<file path="src/rtl/microwire_eeprom_read_master_top_defines.svh">
// assertion macros for the microwire eeprom read master
// used by the rtl files that carry assertions, no other dependencies
`ifndef MICROWIRE_EEPROM_READ_MASTER_TOP_DEFINES_SVH
`define MICROWIRE_EEPROM_READ_MASTER_TOP_DEFINES_SVH

`ifndef SYNTH

// same-cycle implication, held off during reset
`define MWR_ASSERT_IMP(label, clk, rst_n, ante, cons, msg) \
  label: assert property (@(posedge clk) disable iff (!rst_n) (ante) |-> (cons)) \
    else $error(msg);

// next-cycle implication, held off during reset
`define MWR_ASSERT_NXT(label, clk, rst_n, ante, cons, msg) \
  label: assert property (@(posedge clk) disable iff (!rst_n) (ante) |=> (cons)) \
    else $error(msg);

`else

`define MWR_ASSERT_IMP(label, clk, rst_n, ante, cons, msg)
`define MWR_ASSERT_NXT(label, clk, rst_n, ante, cons, msg)

`endif

`endif

</file>
<file path="src/rtl/mwr_pkg.sv">
// shared types and constants for the microwire eeprom read master
// no dependencies
package mwr_pkg;

  localparam int unsigned CMD_EXTRA_BITS = 5;
  localparam logic [2:0]  READ_OPCODE    = 3'b110;

  localparam logic [3:0] ALEN_RESET = 4'd6;
  localparam logic [7:0] HALF_RESET = 8'd1;

  // configuration register indexes
  localparam logic CFG_ADDRESS_LENGTH    = 1'b0;
  localparam logic CFG_HALF_PERIOD_TICKS = 1'b1;

  // pin levels and status of one tick
  typedef struct packed {
    logic chip_select;
    logic shift_clock;
    logic serial_out;
    logic busy_res;
    logic done_res;
  } mwr_pins_t;

endpackage

</file>
<file path="src/rtl/mwr_seq.sv">
// read sequencer: config registers, phase state and per-tick pin levels
// depends on mwr_pkg and microwire_eeprom_read_master_top_defines.svh
`include "microwire_eeprom_read_master_top_defines.svh"

module mwr_seq #(
  parameter int unsigned MAX_ADDRESS_BITS = 8,
  parameter int unsigned DATA_BITS        = 16
) (
  input  logic                 clk,
  input  logic                 rst_n,
  input  logic                 cfg_we,
  input  logic                 cfg_index,
  input  logic [7:0]           cfg_wdata,
  input  logic                 advance,
  input  logic                 start_req,
  input  logic [7:0]           location,
  input  logic                 serial_in,
  output mwr_pkg::mwr_pins_t   res_pins,
  output logic [MAX_ADDRESS_BITS+mwr_pkg::CMD_EXTRA_BITS+DATA_BITS-1:0] res_value
);

  localparam int unsigned CMD_W = MAX_ADDRESS_BITS + mwr_pkg::CMD_EXTRA_BITS;
  localparam int unsigned CAP_W = CMD_W + DATA_BITS;
  localparam int unsigned BC_W  = $clog2(CAP_W + 1);
  localparam int unsigned IDX_W = $clog2(CMD_W);
  localparam logic [3:0]  MAX_AL = 4'(MAX_ADDRESS_BITS);

  typedef enum logic [2:0] {
    PH_IDLE,
    PH_LEAD,
    PH_LOW,
    PH_HIGH,
    PH_TAIL
  } phase_t;

  logic [3:0]       alen_r;
  logic [7:0]       half_r;
  phase_t           phase_r, phase_nxt, ph;
  logic [BC_W-1:0]  bc_r, bc_nxt, bc, bc_dec;
  logic [7:0]       tc_r, tc_nxt, tc, tc_step;
  logic [CMD_W-1:0] cmd_r, cmd_nxt, cmd, cmd_new;
  logic [CAP_W-1:0] cap_r, cap_nxt, cap;

  logic [3:0]       al_sat;
  logic [CMD_W+7:0] loc_wide;
  logic [CMD_W-1:0] loc_mask;
  logic [7:0]       half_eff;
  logic             tick_last;
  logic [BC_W-1:0]  idx_wide;
  logic [IDX_W-1:0] idx;

  // config registers
  always_ff @(posedge clk) begin
    if (!rst_n) begin
      alen_r <= mwr_pkg::ALEN_RESET;
      half_r <= mwr_pkg::HALF_RESET;
    end else if (cfg_we) begin
      case (cfg_index)
        mwr_pkg::CFG_ADDRESS_LENGTH:    alen_r <= cfg_wdata[3:0];
        mwr_pkg::CFG_HALF_PERIOD_TICKS: half_r <= cfg_wdata;
        default: ;
      endcase
    end
  end

  // command word for a new read
  always_comb begin
    al_sat   = (alen_r > MAX_AL) ? MAX_AL : alen_r;
    loc_wide = {{CMD_W{1'b0}}, location};
    for (int i = 0; i < CMD_W; i++) begin
      loc_mask[i] = (i < int'(al_sat));
    end
    cmd_new = (CMD_W'(mwr_pkg::READ_OPCODE) << al_sat) | (loc_wide[CMD_W-1:0] & loc_mask);
  end

  always_comb begin
    half_eff  = (half_r == 8'd0) ? 8'd1 : half_r;
    ph        = phase_r;
    bc        = bc_r;
    tc        = tc_r;
    cmd       = cmd_r;
    cap       = cap_r;
    if (phase_r == PH_IDLE && start_req) begin
      ph  = PH_LEAD;
      bc  = BC_W'(al_sat) + BC_W'(mwr_pkg::CMD_EXTRA_BITS + DATA_BITS);
      tc  = '0;
      cmd = cmd_new;
      cap = '0;
    end

    tick_last = ({1'b0, tc} + 9'd1) >= {1'b0, half_eff};
    tc_step   = tick_last ? 8'd0 : tc + 8'd1;
    bc_dec    = (bc != '0) ? bc - BC_W'(1) : bc;
    idx_wide  = bc - BC_W'(DATA_BITS + 1);
    idx       = idx_wide[IDX_W-1:0];

    phase_nxt = ph;
    bc_nxt    = bc;
    tc_nxt    = tc;
    cmd_nxt   = cmd;
    cap_nxt   = cap;
    res_pins  = '0;
    res_value = '0;

    case (ph)
      PH_LEAD: begin
        res_pins.busy_res = 1'b1;
        tc_nxt = tc_step;
        if (tick_last) phase_nxt = PH_LOW;
      end
      PH_LOW, PH_HIGH: begin
        res_pins.chip_select = 1'b1;
        res_pins.busy_res    = 1'b1;
        res_pins.serial_out  = (bc > BC_W'(DATA_BITS)) ? cmd[idx] : 1'b0;
        tc_nxt = tc_step;
        if (ph == PH_LOW) begin
          if (tick_last) phase_nxt = PH_HIGH;
        end else begin
          res_pins.shift_clock = 1'b1;
          if (tick_last) begin
            cap_nxt   = {cap[CAP_W-2:0], serial_in};
            bc_nxt    = bc_dec;
            phase_nxt = (bc_dec != '0) ? PH_LOW : PH_TAIL;
          end
        end
      end
      PH_TAIL: begin
        res_pins.chip_select = 1'b1;
        res_pins.busy_res    = 1'b1;
        tc_nxt = tc_step;
        if (tick_last) begin
          res_pins.done_res = 1'b1;
          res_value = cap;
          phase_nxt = PH_IDLE;
        end
      end
      default: phase_nxt = PH_IDLE;
    endcase
  end

  always_ff @(posedge clk) begin
    if (!rst_n) begin
      phase_r <= PH_IDLE;
      bc_r    <= '0;
      tc_r    <= '0;
      cmd_r   <= '0;
      cap_r   <= '0;
    end else if (advance) begin
      phase_r <= phase_nxt;
      bc_r    <= bc_nxt;
      tc_r    <= tc_nxt;
      cmd_r   <= cmd_nxt;
      cap_r   <= cap_nxt;
    end
  end

  `MWR_ASSERT_NXT(a_done_to_idle, clk, rst_n, advance && res_pins.done_res, phase_r == PH_IDLE, "sequencer not idle after done")
  `MWR_ASSERT_IMP(a_value_only_on_done, clk, rst_n, !res_pins.done_res, res_value == '0, "read value nonzero without done")
  `MWR_ASSERT_IMP(a_so_needs_cs, clk, rst_n, res_pins.serial_out || res_pins.shift_clock, res_pins.chip_select, "serial activity without chip select")
  `MWR_ASSERT_IMP(a_bc_range, clk, rst_n, phase_r != PH_IDLE, bc_r <= BC_W'(CAP_W), "bit counter out of range")

endmodule

</file>
<file path="src/rtl/mwr_out.sv">
// result register between the sequencer and the result channel
// depends on mwr_pkg
module mwr_out #(
  parameter int unsigned VALUE_W = 29
) (
  input  logic               clk,
  input  logic               rst_n,
  input  logic               load,
  input  mwr_pkg::mwr_pins_t res_pins,
  input  logic [VALUE_W-1:0] res_value,
  input  logic               out_stall,
  output logic               out_valid,
  output mwr_pkg::mwr_pins_t out_pins,
  output logic [VALUE_W-1:0] out_value
);

  logic               valid_r, valid_nxt;
  mwr_pkg::mwr_pins_t pins_r;
  logic [VALUE_W-1:0] value_r;

  assign valid_nxt = load | (valid_r & out_stall);

  always_ff @(posedge clk) begin
    if (!rst_n) begin
      valid_r <= 1'b0;
    end else begin
      valid_r <= valid_nxt;
    end
  end

  always_ff @(posedge clk) begin
    if (load) begin
      pins_r  <= res_pins;
      value_r <= res_value;
    end
  end

  assign out_valid = valid_r;
  assign out_pins  = pins_r;
  assign out_value = value_r;

endmodule

</file>
<file path="src/rtl/microwire_eeprom_read_master_top.sv">
// microwire eeprom read master, top level
// depends on mwr_pkg, mwr_seq and mwr_out
//
//   channel  | handshake           | payload
//   ---------+---------------------+----------------------------------------------
//   in       | in_valid/in_stall   | start_req, location, serial_in (one tick)
//   out      | out_valid/out_stall | chip_select, shift_clock, serial_out, busy,
//            |                     | done, read_value (one result per tick)
//   cfg      | cfg_we              | cfg_index, cfg_wdata
//
// one transfer in and one transfer out per sequencer tick, one tick per cycle while in_stall is low;
// a tick's result sits in the result register in the cycle after its transfer in.
// a new tick is held off while the previous result waits in the result register;
// in_stall rises only when that register is full and out_stall is high.
// synchronous active-low reset: idle, address length 6, half period 1.
module microwire_eeprom_read_master_top #(
  parameter int unsigned MAX_ADDRESS_BITS = 8,
  parameter int unsigned DATA_BITS        = 16
) (
  input  logic       clk,
  input  logic       rst_n,
  input  logic       cfg_we,
  input  logic       cfg_index,
  input  logic [7:0] cfg_wdata,
  input  logic       in_valid,
  output logic       in_stall,
  input  logic       in_start_req,
  input  logic [7:0] in_location,
  input  logic       in_serial_in,
  output logic       out_valid,
  input  logic       out_stall,
  output logic       out_chip_select,
  output logic       out_shift_clock,
  output logic       out_serial_out,
  output logic       out_busy_res,
  output logic       out_done_res,
  output logic [MAX_ADDRESS_BITS+mwr_pkg::CMD_EXTRA_BITS+DATA_BITS-1:0] out_read_value
);

  localparam int unsigned VALUE_W = MAX_ADDRESS_BITS + mwr_pkg::CMD_EXTRA_BITS + DATA_BITS;

  logic               advance;
  mwr_pkg::mwr_pins_t res_pins, out_pins;
  logic [VALUE_W-1:0] res_value;

  assign in_stall = out_valid & out_stall;
  assign advance  = in_valid & ~in_stall;

  mwr_seq #(
    .MAX_ADDRESS_BITS (MAX_ADDRESS_BITS),
    .DATA_BITS        (DATA_BITS)
  ) u_seq (
    .clk       (clk),
    .rst_n     (rst_n),
    .cfg_we    (cfg_we),
    .cfg_index (cfg_index),
    .cfg_wdata (cfg_wdata),
    .advance   (advance),
    .start_req (in_start_req),
    .location  (in_location),
    .serial_in (in_serial_in),
    .res_pins  (res_pins),
    .res_value (res_value)
  );

  mwr_out #(
    .VALUE_W (VALUE_W)
  ) u_out (
    .clk       (clk),
    .rst_n     (rst_n),
    .load      (advance),
    .res_pins  (res_pins),
    .res_value (res_value),
    .out_stall (out_stall),
    .out_valid (out_valid),
    .out_pins  (out_pins),
    .out_value (out_read_value)
  );

  assign out_chip_select = out_pins.chip_select;
  assign out_shift_clock = out_pins.shift_clock;
  assign out_serial_out  = out_pins.serial_out;
  assign out_busy_res    = out_pins.busy_res;
  assign out_done_res    = out_pins.done_res;

endmodule
</file>
<file path="config.mk">
export PLATFORM = sky130hd
export DESIGN_NAME = microwire_eeprom_read_master_top
export DESIGN_NICKNAME = d
export VERILOG_FILES = /design/src/rtl/mwr_pkg.sv /design/src/rtl/mwr_seq.sv /design/src/rtl/mwr_out.sv /design/src/rtl/microwire_eeprom_read_master_top.sv
export VERILOG_INCLUDE_DIRS = /design/src /design/src/rtl
export SDC_FILE = /design/constraint.sdc
export NUM_CORES = 1
export LEC_CHECK = 0
export BUFFER_PORTS_ARGS = -buffer_cell sky130_fd_sc_hd__buf_2
export CORE_ASPECT_RATIO = 0.9
export CORE_MARGIN = 4
export CORE_UTILIZATION = 41
export CTS_BUF_LIST = sky130_fd_sc_hd__clkbuf_8
export DETAILED_ROUTE_END_ITERATION = 10
export SYNTH_ARGS = -nofsm -noshare
export SYNTH_HDL_FRONTEND = slang
export SYNTH_SLANG_ARGS = --single-unit
</file>
<file path="constraint.sdc">
create_clock -name clk -period 4.4 [get_ports clk]
set_input_delay 0.44 -clock clk [delete_from_list [all_inputs] [get_ports clk]]
set_output_delay 0.44 -clock clk [all_outputs]
set_load 0.01 [all_outputs]
</file>
==> impl_metrics.toml, run 1 <==
[global_route]
grt_max_degree = 33
antenna_found_initial = 0
grt_usage_pct = 16.63
grt_pass1_wl_um = 19500
grt_overflow_total = 0
grt_pass1_vias = 3855

[timing]
timing.hold.ws_ns = 0.2712
min_period_ns = 3.502
tightest_slew_ns = 0.9203
grt_setup_unrepaired = "no"
hold_viol_final = 0
max_slew_margin_pct = 38.42
drv_slew = 0
setup_tns_ns = 0
period_share_pct = 79.59
skew_ns = 0.009448
setup_violations = 0
max_freq_mhz = 285.5

[routing]
dr.pass1.iters = 5
vias = 4060
drc = 0
avgViaCountPerCell = 5.494
drt_iter0_drc = 251
routedWlPerCell_um = 15.64
ant_nets = 0
wl_um = 11560

[synth]
synth_edf_count = 34
post_synth.cell_area_avg_um2 = 9.698
syn_area_um2 = 5179
async_flop_share_pct = 0
syn_inst = 534
synth_top_family_by_area = "simple AND/OR/NAND/NOR gates"
yosys_most_used_dff = "dfxtp_1"
ys_warn_count = 0
synthSimpleGateAreaFrac_pct = 20.29
synth.top_cell.area_share_pct = 27.45
synthAdderAreaFrac_pct = 3.382
synth.area.top_cells = "dfxtp_1, edfxtp_1, a22o_1"
yosysSeqAreaShare_pct = 47.16
syn-num-nets = 572
synth_cell_types = 73
synth_compound_area_share_pct = 19.30
synth_mux_area_share_pct = 2.948
synth_xor_area_share_pct = 2.029
synth-seq-cells = 105
synth_top_area_cell = "dfxtp_1"

[setup_path]
crit_family = "simple AND/OR/NAND/NOR gates"
critPathMaxFanout = 30
worstPathArrival_ns = 3.65
critical_path_buf_inv_count = 1
critPathKind = "flip-flop to flip-flop"
slowest_stage = "or4b_1"
cp_cell_sequence = "or4b_1 > nand3_1 > xor2_1 > ha_1 > nand3_1 > a211oi_1 > a311oi_2 > buf_4 > nand2_1 > and3_2 > and2_1"
cpMostUsedCell = "nand3_1"
critPathLaunchType = "flip-flop"
critPathCaptureType = "flip-flop"
crit_required_ns = 4.55
critical-path-max-stage-delay_ns = 0.77

[place]
dpl.hpwl_um = 7866
place.gp.congestion = 0.8646
dp_cells = 723
place_area_um2 = 5545
port_buffers = 59

[final_layout]
layout-drive-gt1-share_pct = 18.31
area_growth_pct = 10.75
finalNetCount = 612
num_antenna_cells = 0
num-fill-cells = 1169
fin_area_um2 = 5736
final_cells = 739

[clocking]
clkSlewWorstSetupHoldPaths_ns = 0.11
clock_sinks = 105
htree_levels = 3
hold_buffers = 0
cts_resized = 0
post_cts_buffers = 0
clock-root-buffer = "clkbuf_8"
numCtsBuffers = 9
cts_tree = "yes"
clock_path_buffers = 2
worstSkewPairLatency_ns = 0.39

[min_path]
min_path_type = "primary input to flip-flop"

[die]
rows = 38
dieArea_um2 = 14500
die_y_um = 114.6
io_pins = 60
initial_core_util_pct = 42.38
die_w_um = 126.5
core_region_area_um2 = 12220

[job]
max-cap-violations = 0

[pwr]
ir_worst_vdd_uv = 132.8
power.density_nw_per_um2 = 404.0
power.static_leakage_nw = 2.182

[outcome]
outcome = "complete, no violations"
==> worst register-to-register path, delay by kind of cell (launching register included) <==
| family | cells | cell delay, ns |
|---|---|---|
| flip-flops | 1 | 0.41 |
| XOR/XNOR | 1 | 0.16 |
| buffers and inverters | 1 | 0.23 |
| adder cells (fa/ha/maj) | 1 | 0.29 |
| AO/OA/AOI/OAI | 2 | 0.30 |
| AND/OR/NAND/NOR | 6 | 1.88 |
==> placed cells by master, fill, tap and decap left out, drive strengths merged, types with 8 or more instances in the layout <==
master	netlist	routed
nand2	48	48
and2	34	34
nor2	37	37
o21ai	22	22
xor2	8	8
clkbuf	22	9
a211oi	11	11
and3	8	8
mux2i	13	13
dfxtp	71	71
a21oi	37	37
nand3	24	24
edfxtp	34	34
inv	17	21
nor3	8	8
ha	14	14
buf	16	67
a22o	27	27
==> area by class of cell <==
cell class                      instances  area, um2  area share (%)
Clock buffer                            9      123.9           2.160
Multi-Input combinational cell        374       2484           43.30
Clock inverter                          7      66.31           1.156
Inverter                               17      63.81           1.113
Timing Repair Buffer                   67      355.3           6.195
Sequential cell                       105       2442           42.58
Tap cell                              160      200.2           3.490
==> metal layers <==
layer,global-route usage (%),wire length (um),share of wire [%],vias to the layer above
met5,0,0,0,-
met4,5.361,181,1.6,0
met3,3.918,645,5.6,16
met2,25.67,5349,46,107
met1,23.10,5379,47,1911
li1,-,-,-,2026
==> logic make-up after synthesis <==
logic type / after synthesis
buffers and inverters: 55
AO/OA/AOI/OAI: 139
XOR/XNOR: 12
flip-flops: 105
AND/OR/NAND/NOR: 194
adder cells (fa/ha/maj): 14
multiplexers: 15
==> path summary, 6_finish.rpt <==
kind / endpoint / from / depth (start not counted) / slack, ns
setup / recovery: u_out.out_value[5] / u_seq.phase_r[0] / 11 / 0.90
hold / removal: u_seq.cap_r[0] / in_serial_in / 2 / 0.27
setup reg to reg: u_out.out_value[5] / u_seq.phase_r[0] / 11 / 0.90
hold reg to reg: u_seq.cmd_r[10] / u_seq.cmd_r[10] / 2 / 0.46
==> registers in the layout, summed over array words and instances (netlist names) <==
register	cells
u_out.out_value	29
u_seq.tc_r	8
u_out.out_pins	5
u_seq.half_r	8
u_seq.cmd_r	13
u_out.out_valid	1
u_seq.bc_r	5
u_seq.cap_r	29
u_seq.phase_r	3
u_seq.alen_r	4
==> Yosys cell counts (all sizes together), types with 2 or more instances <==
cell type / count
a211oi: 11
nand3: 24
nor2: 37
or3: 3
or4: 2
a221oi: 3
buf: 16
nor4: 2
o211ai: 6
xor2: 8
nor3: 8
dfxtp: 71
and2: 34
o31ai: 3
nor2b: 7
clkbuf: 22
inv: 17
ha: 14
xnor2: 4
a21o: 2
o21ai: 22
a21oi: 37
nand4: 7
mux2i: 13
a22oi: 2
a31oi: 3
nand2: 48
o22ai: 3
and3: 8
edfxtp: 34
o311ai: 3
a22o: 27
nor3b: 2
a311oi: 3
nand4b: 2
a2111oi: 2
o21a: 3
mux2: 2
nand2b: 5
==> where the power goes <==
group	switching [mW]	leakage, nW	internal (mW)
clock network	0.367	0.100	0.219
registers	0.0457	0.915	1.05
logic	0.401	1.17	0.231
==> metrics by stage <==
step                      util [%]  total power [mW]  setup slack [ns]
after floorplan                  -             1.606            0.9530
final                        46.94             2.317            0.8978
after global placement       45.38             1.737            0.9409
after global routing         46.94             2.467            0.5274
after CTS                    46.94             2.335            0.9086
after detailed placement     45.38             1.749            0.8286
No activity file was read; power rests on OpenSTA's default activity.
==> inputs of run 2 (changes only) <==
Clock period 4.4 ns to 3.3 ns, I/O delays scaled along.
==> run 2 against run 1 <==
Effect of this change:
- via count grew 2.2%
- critical path depth down 1
- setup slack worse by 0.72 ns
- global-route usage down 0.26 points
- combinational power grew 49%
- sequential power is 31% higher
- first-iteration DRC count grew 0.80%
- final cell count up 2.3%
- wire length increased by 0.87%
- highest routed layer unchanged
==> impl_metrics.toml, run 2 (synthesis results as in run 1) <==
[timing]
setup_tns_ns = 0
tightest_slew_ns = 0.5531
period_share_pct = 94.53
max_slew_margin_pct = 62.17
setup_violations = 0
hold_viol_final = 0
setup_ws_ns = 0.1807
skew_ns = 0.01317
grt_setup_unrepaired = "no"
max_freq_mhz = 320.6
drv_slew = 0
min_period_ns = 3.119

[setup_path]
critPathCaptureType = "flip-flop"
critPathKind = "flip-flop to flip-flop"
worstPathArrival_ns = 3.26
crit_required_ns = 3.44
critPathMaxFanout = 23
critPathLaunchType = "flip-flop"

[pwr]
power.density_nw_per_um2 = 538.3
power.static_leakage_nw = 2.266
ir_worst_vdd_uv = 342.4

[routing]
wl_um = 11660
drc = 0
drt_iter0_drc = 253
vias = 4149
routedWlPerCell_um = 15.42
dr.pass1.iters = 5
avgViaCountPerCell = 5.488
ant_nets = 0

[place]
dpl.hpwl_um = 8097
place.gp.congestion = 0.9051
port_buffers = 59
place_area_um2 = 5679
dp_slack_ns = 0.02519

[die]
rows = 38
dieArea_um2 = 14500
die_y_um = 114.6
core_region_area_um2 = 12220
die_w_um = 126.5
initial_core_util_pct = 42.38
io_pins = 60

[clocking]
clkSlewWorstSetupHoldPaths_ns = 0.11
worstSkewPairLatency_ns = 0.39
cts_tree = "yes"
hold_buffers = 0
htree_levels = 3
clock_sinks = 105
numCtsBuffers = 9
clock-root-buffer = "clkbuf_8"
clock_path_buffers = 2

[global_route]
grt_overflow_total = 0
grt_max_degree = 33
grt_pass1_vias = 3889
grt_usage_pct = 16.37
antenna_found_initial = 0
grt_pass1_wl_um = 19100

[final_layout]
num_antenna_cells = 0
final_common_cell = "dfxtp_1"
finalNetCount = 629
area_growth_pct = 14.11
fin_area_um2 = 5909
fin_util_pct = 48.36
layout-drive-gt1-share_pct = 21.48
final_cell_mix = "dfxtp_1, buf_2, nand2_1, nor2_1, a21oi_1"

[job]
max-cap-violations = 0

[min_path]
min_path_type = "primary input to flip-flop"

[outcome]
outcome = "complete, no violations"
## run 2: what timing repair did
item | in CTS | in global routing
buffers inserted | 0 | 1
gates resized for setup | 0 | 7
endpoints found under the setup margin | 0 | 32
## run 2: final timing paths
kind / slack, ns / from / end / cells after the start
min reg2reg: 0.46 / u_seq.cmd_r[11] / u_seq.cmd_r[11] / 2
max reg2reg: 0.18 / u_seq.phase_r[2] / u_out.out_pins[2] / 10
max: 0.18 / u_seq.phase_r[2] / u_out.out_pins[2] / 10
min: 0.14 / in_serial_in / u_seq.cap_r[0] / 2
## run 2: final cells by class
| cell class | instances | area [um2] |
|---|---|---|
| Fill cell | 1173 | 6310 |
| Clock inverter | 7 | 68.82 |
| Multi-Input combinational cell | 375 | 2516 |
| Timing Repair Buffer | 83 | 491.7 |
| Tap cell | 160 | 200.2 |
| Sequential cell | 105 | 2445 |
| Inverter | 17 | 63.81 |
| Clock buffer | 9 | 123.9 |
## run 2: per-layer routing
layer	GRT usage (%)	wire length, um
met1	21.93	5551
met2	25.95	5329
met3	4.664	659
met4	4.646	114
met5	0	0
## run 2: through the flow
step	instances	hold slack, ns	power [mW]
2_1_floorplan	534	0.4313	2.155
4_1_cts	754	0.1193	3.196
6_report	756	0.1411	3.181
5_1_grt	756	0.1120	3.379
3_3_place_gp	738	0.4428	2.374
3_5_place_dp	738	0.4482	2.387
## run 2: report_power, final
part           internal, mW  switching (mW)
Clock                 0.299           0.497
Combinational         0.361           0.584
Sequential             1.40          0.0371
Total                  2.06            1.12
## run 2: worst max-delay path, cell delays in order (launching register included)
cell and delay (ns):
dfxtp_1 0.42, or4b_1 0.62, buf_4 0.28, a21oi_1 0.31, ha_2 0.33, xor2_1 0.17
o21ai_0 0.10, o22ai_1 0.12, o311ai_0 0.19, a31oi_1 0.24, a221oi_2 0.08
==> inputs of run 3 (changes only) <==
Settings changed: MAX_ROUTING_LAYER set to met4.
==> run 3 against run 2 <==
Effect of this change:
- first-iteration DRC count is 9.9% lower
- final cell count is 0.13% lower
- fmax is 1.9% higher
==> impl_metrics.toml, run 3 (synthesis results as in run 1) <==
[outcome]
outcome = "complete, no violations"

[clocking]
clkSlewWorstSetupHoldPaths_ns = 0.12
hold_buffers = 0
cts_tree = "yes"
post_cts_buffers = 0
clock_path_buffers = 2
cts_resized = 0
clock_sinks = 105
worstSkewPairLatency_ns = 0.38
clock-root-buffer = "clkbuf_8"
numCtsBuffers = 9
htree_levels = 3

[place]
dp_cells = 738
dpl.hpwl_um = 8049
port_buffers = 59
dp_slack_ns = 0.03006
place.gp.congestion = 0.9277

[setup_path]
rr_endpoint = "u_seq.bc_r[3]"
critPathLaunchType = "flip-flop"
critPathKind = "flip-flop to flip-flop"
r2r_setup_slack_ns = 0.24
reg2reg_from = "u_seq.tc_r[2]"
critPathCaptureType = "flip-flop"
worstPathArrival_ns = 3.33
r2r_cells = 14
critPathMaxFanout = 11
crit_required_ns = 3.57

[pwr]
switching_share_pct = 35.25
ir_worst_vdd_uv = 307.9
comb_power_share_pct = 29.3
p_clk_share_pct = 25.7
power.internal_mw = 2.079
p_seq_share_pct = 45.0
power.density_nw_per_um2 = 541.1
power.static_leakage_nw = 2.271
switchingPower_mw = 1.132

[timing]
max_slew_margin_pct = 59.96
tightest_slew_ns = 0.5855
skew_ns = 0.01438
max_freq_mhz = 326.7
hold_viol_final = 0
setup_ws_ns = 0.2393
drv_slew = 0
timing.hold.ws_ns = 0.1606
period_share_pct = 92.75
setup_violations = 0
min_period_ns = 3.061
setup_tns_ns = 0

[min_path]
min_path_type = "primary input to flip-flop"
hold-path-endpoint = "u_seq.cap_r[0]"
hold_depth = 2
min_from = "in_serial_in"

[routing]
wl_um = 11530
ant_nets = 0
drt_iter0_drc = 228
drc = 0
avgViaCountPerCell = 5.403
dr.pass1.iters = 4
routedWlPerCell_um = 15.28
vias = 4079

[final_layout]
register_area_um2 = 2444
num-fill-cells = 1170
layout-drive-gt1-share_pct = 21.51
multi_input_comb_area_um2 = 2524
final_cells = 755
final_common_cell = "dfxtp_1"
fin_util_pct = 48.56
finalNetCount = 628
final_cell_mix = "dfxtp_1, buf_2, nand2_1, nor2_1, a21oi_1"
num_antenna_cells = 0
area_growth_pct = 14.57

[global_route]
grt_max_degree = 33
grt_pass1_vias = 3847
antenna_found_initial = 0
grt_usage_pct = 16.32
grt_pass1_wl_um = 18980
grt_overflow_total = 0

[die]
dieArea_um2 = 14500
core_region_area_um2 = 12220
die_w_um = 126.5
rows = 38
initial_core_util_pct = 42.38
io_pins = 60
die_y_um = 114.6

[job]
max-cap-violations = 0
run 3: changes by cell type in the layout (fill, tap and decap cells not counted), sizes merged:
| cell | previous run | this run |
|---|---|---|
| clkinvlp | 1 | 0 |
| clkinv | 1 | 3 |
| buf | 83 | 82 |
| inv | 22 | 21 |
run 3: power groups by stage:
stage	Combinational, mW	Sequential, mW	Clock (mW)
after floorplan	0.682	1.47	0
after global placement	0.903	1.47	0
after detailed placement	0.907	1.47	0
after CTS	0.913	1.44	0.857
after global routing	1.04	1.45	0.906
final	0.940	1.44	0.826
run 3: layout make-up:
cell class	count	share of cell area, %
Multi-Input combinational cell	375	42.53
Timing Repair Buffer	82	8.161
Tap cell	160	3.374
Sequential cell	105	41.19
Clock inverter	7	1.582
Inverter	17	1.075
Clock buffer	9	2.088
run 3: how the worst max path moves through the flow:
| stage | from | endpoint | slack, ns | cells past startpoint |
|---|---|---|---|---|
| final | u_seq.tc_r[2] | u_seq.bc_r[3] | 0.24 | 14 |
| after global routing | u_seq.tc_r[2] | u_seq.bc_r[3] | -0.008 | 14 |
| after CTS | u_seq.phase_r[2] | u_seq.cap_r[2] | 0.04 | 11 |
| after detailed placement | in_start_req | u_seq.cap_r[1] | 0.03 | 12 |
| after global placement | in_start_req | u_seq.cap_r[25] | 0.15 | 12 |
| after floorplan | u_seq.phase_r[0] | u_out.out_value[19] | 0.008 | 15 |
run 3: routing by layer:
metal  vias to the layer above  wire length, um  track usage [%]
met5                         -                0                -
met4                         0               74            3.788
met2                        78             5393            25.18
met1                      1937             5549            22.31
met3                         7              516            3.172
li1                       2057                -                -
run 3: worst max-delay path, cell delays in order, from the launching register on:
cell and delay, ns:
dfxtp_1 0.41, and3_4 0.23, and3_4 0.23, nand2_1 0.07, xor2_1 0.17, nor2_1 0.06
ha_1 0.33, o21ai_0 0.12, a211oi_1 0.12, a311oi_2 0.31, buf_6 0.20, a21oi_4 0.09
buf_4 0.17, a2111oi_1 0.35, a211oi_1 0.08
run 3: per-stage QoR:
stage	power (mW)	cell area (um2)
2_1_floorplan	2.155	5235
3_3_place_gp	2.373	5679
3_5_place_dp	2.379	5679
4_1_cts	3.212	5897
5_1_grt	3.397	5933
6_report	3.210	5933
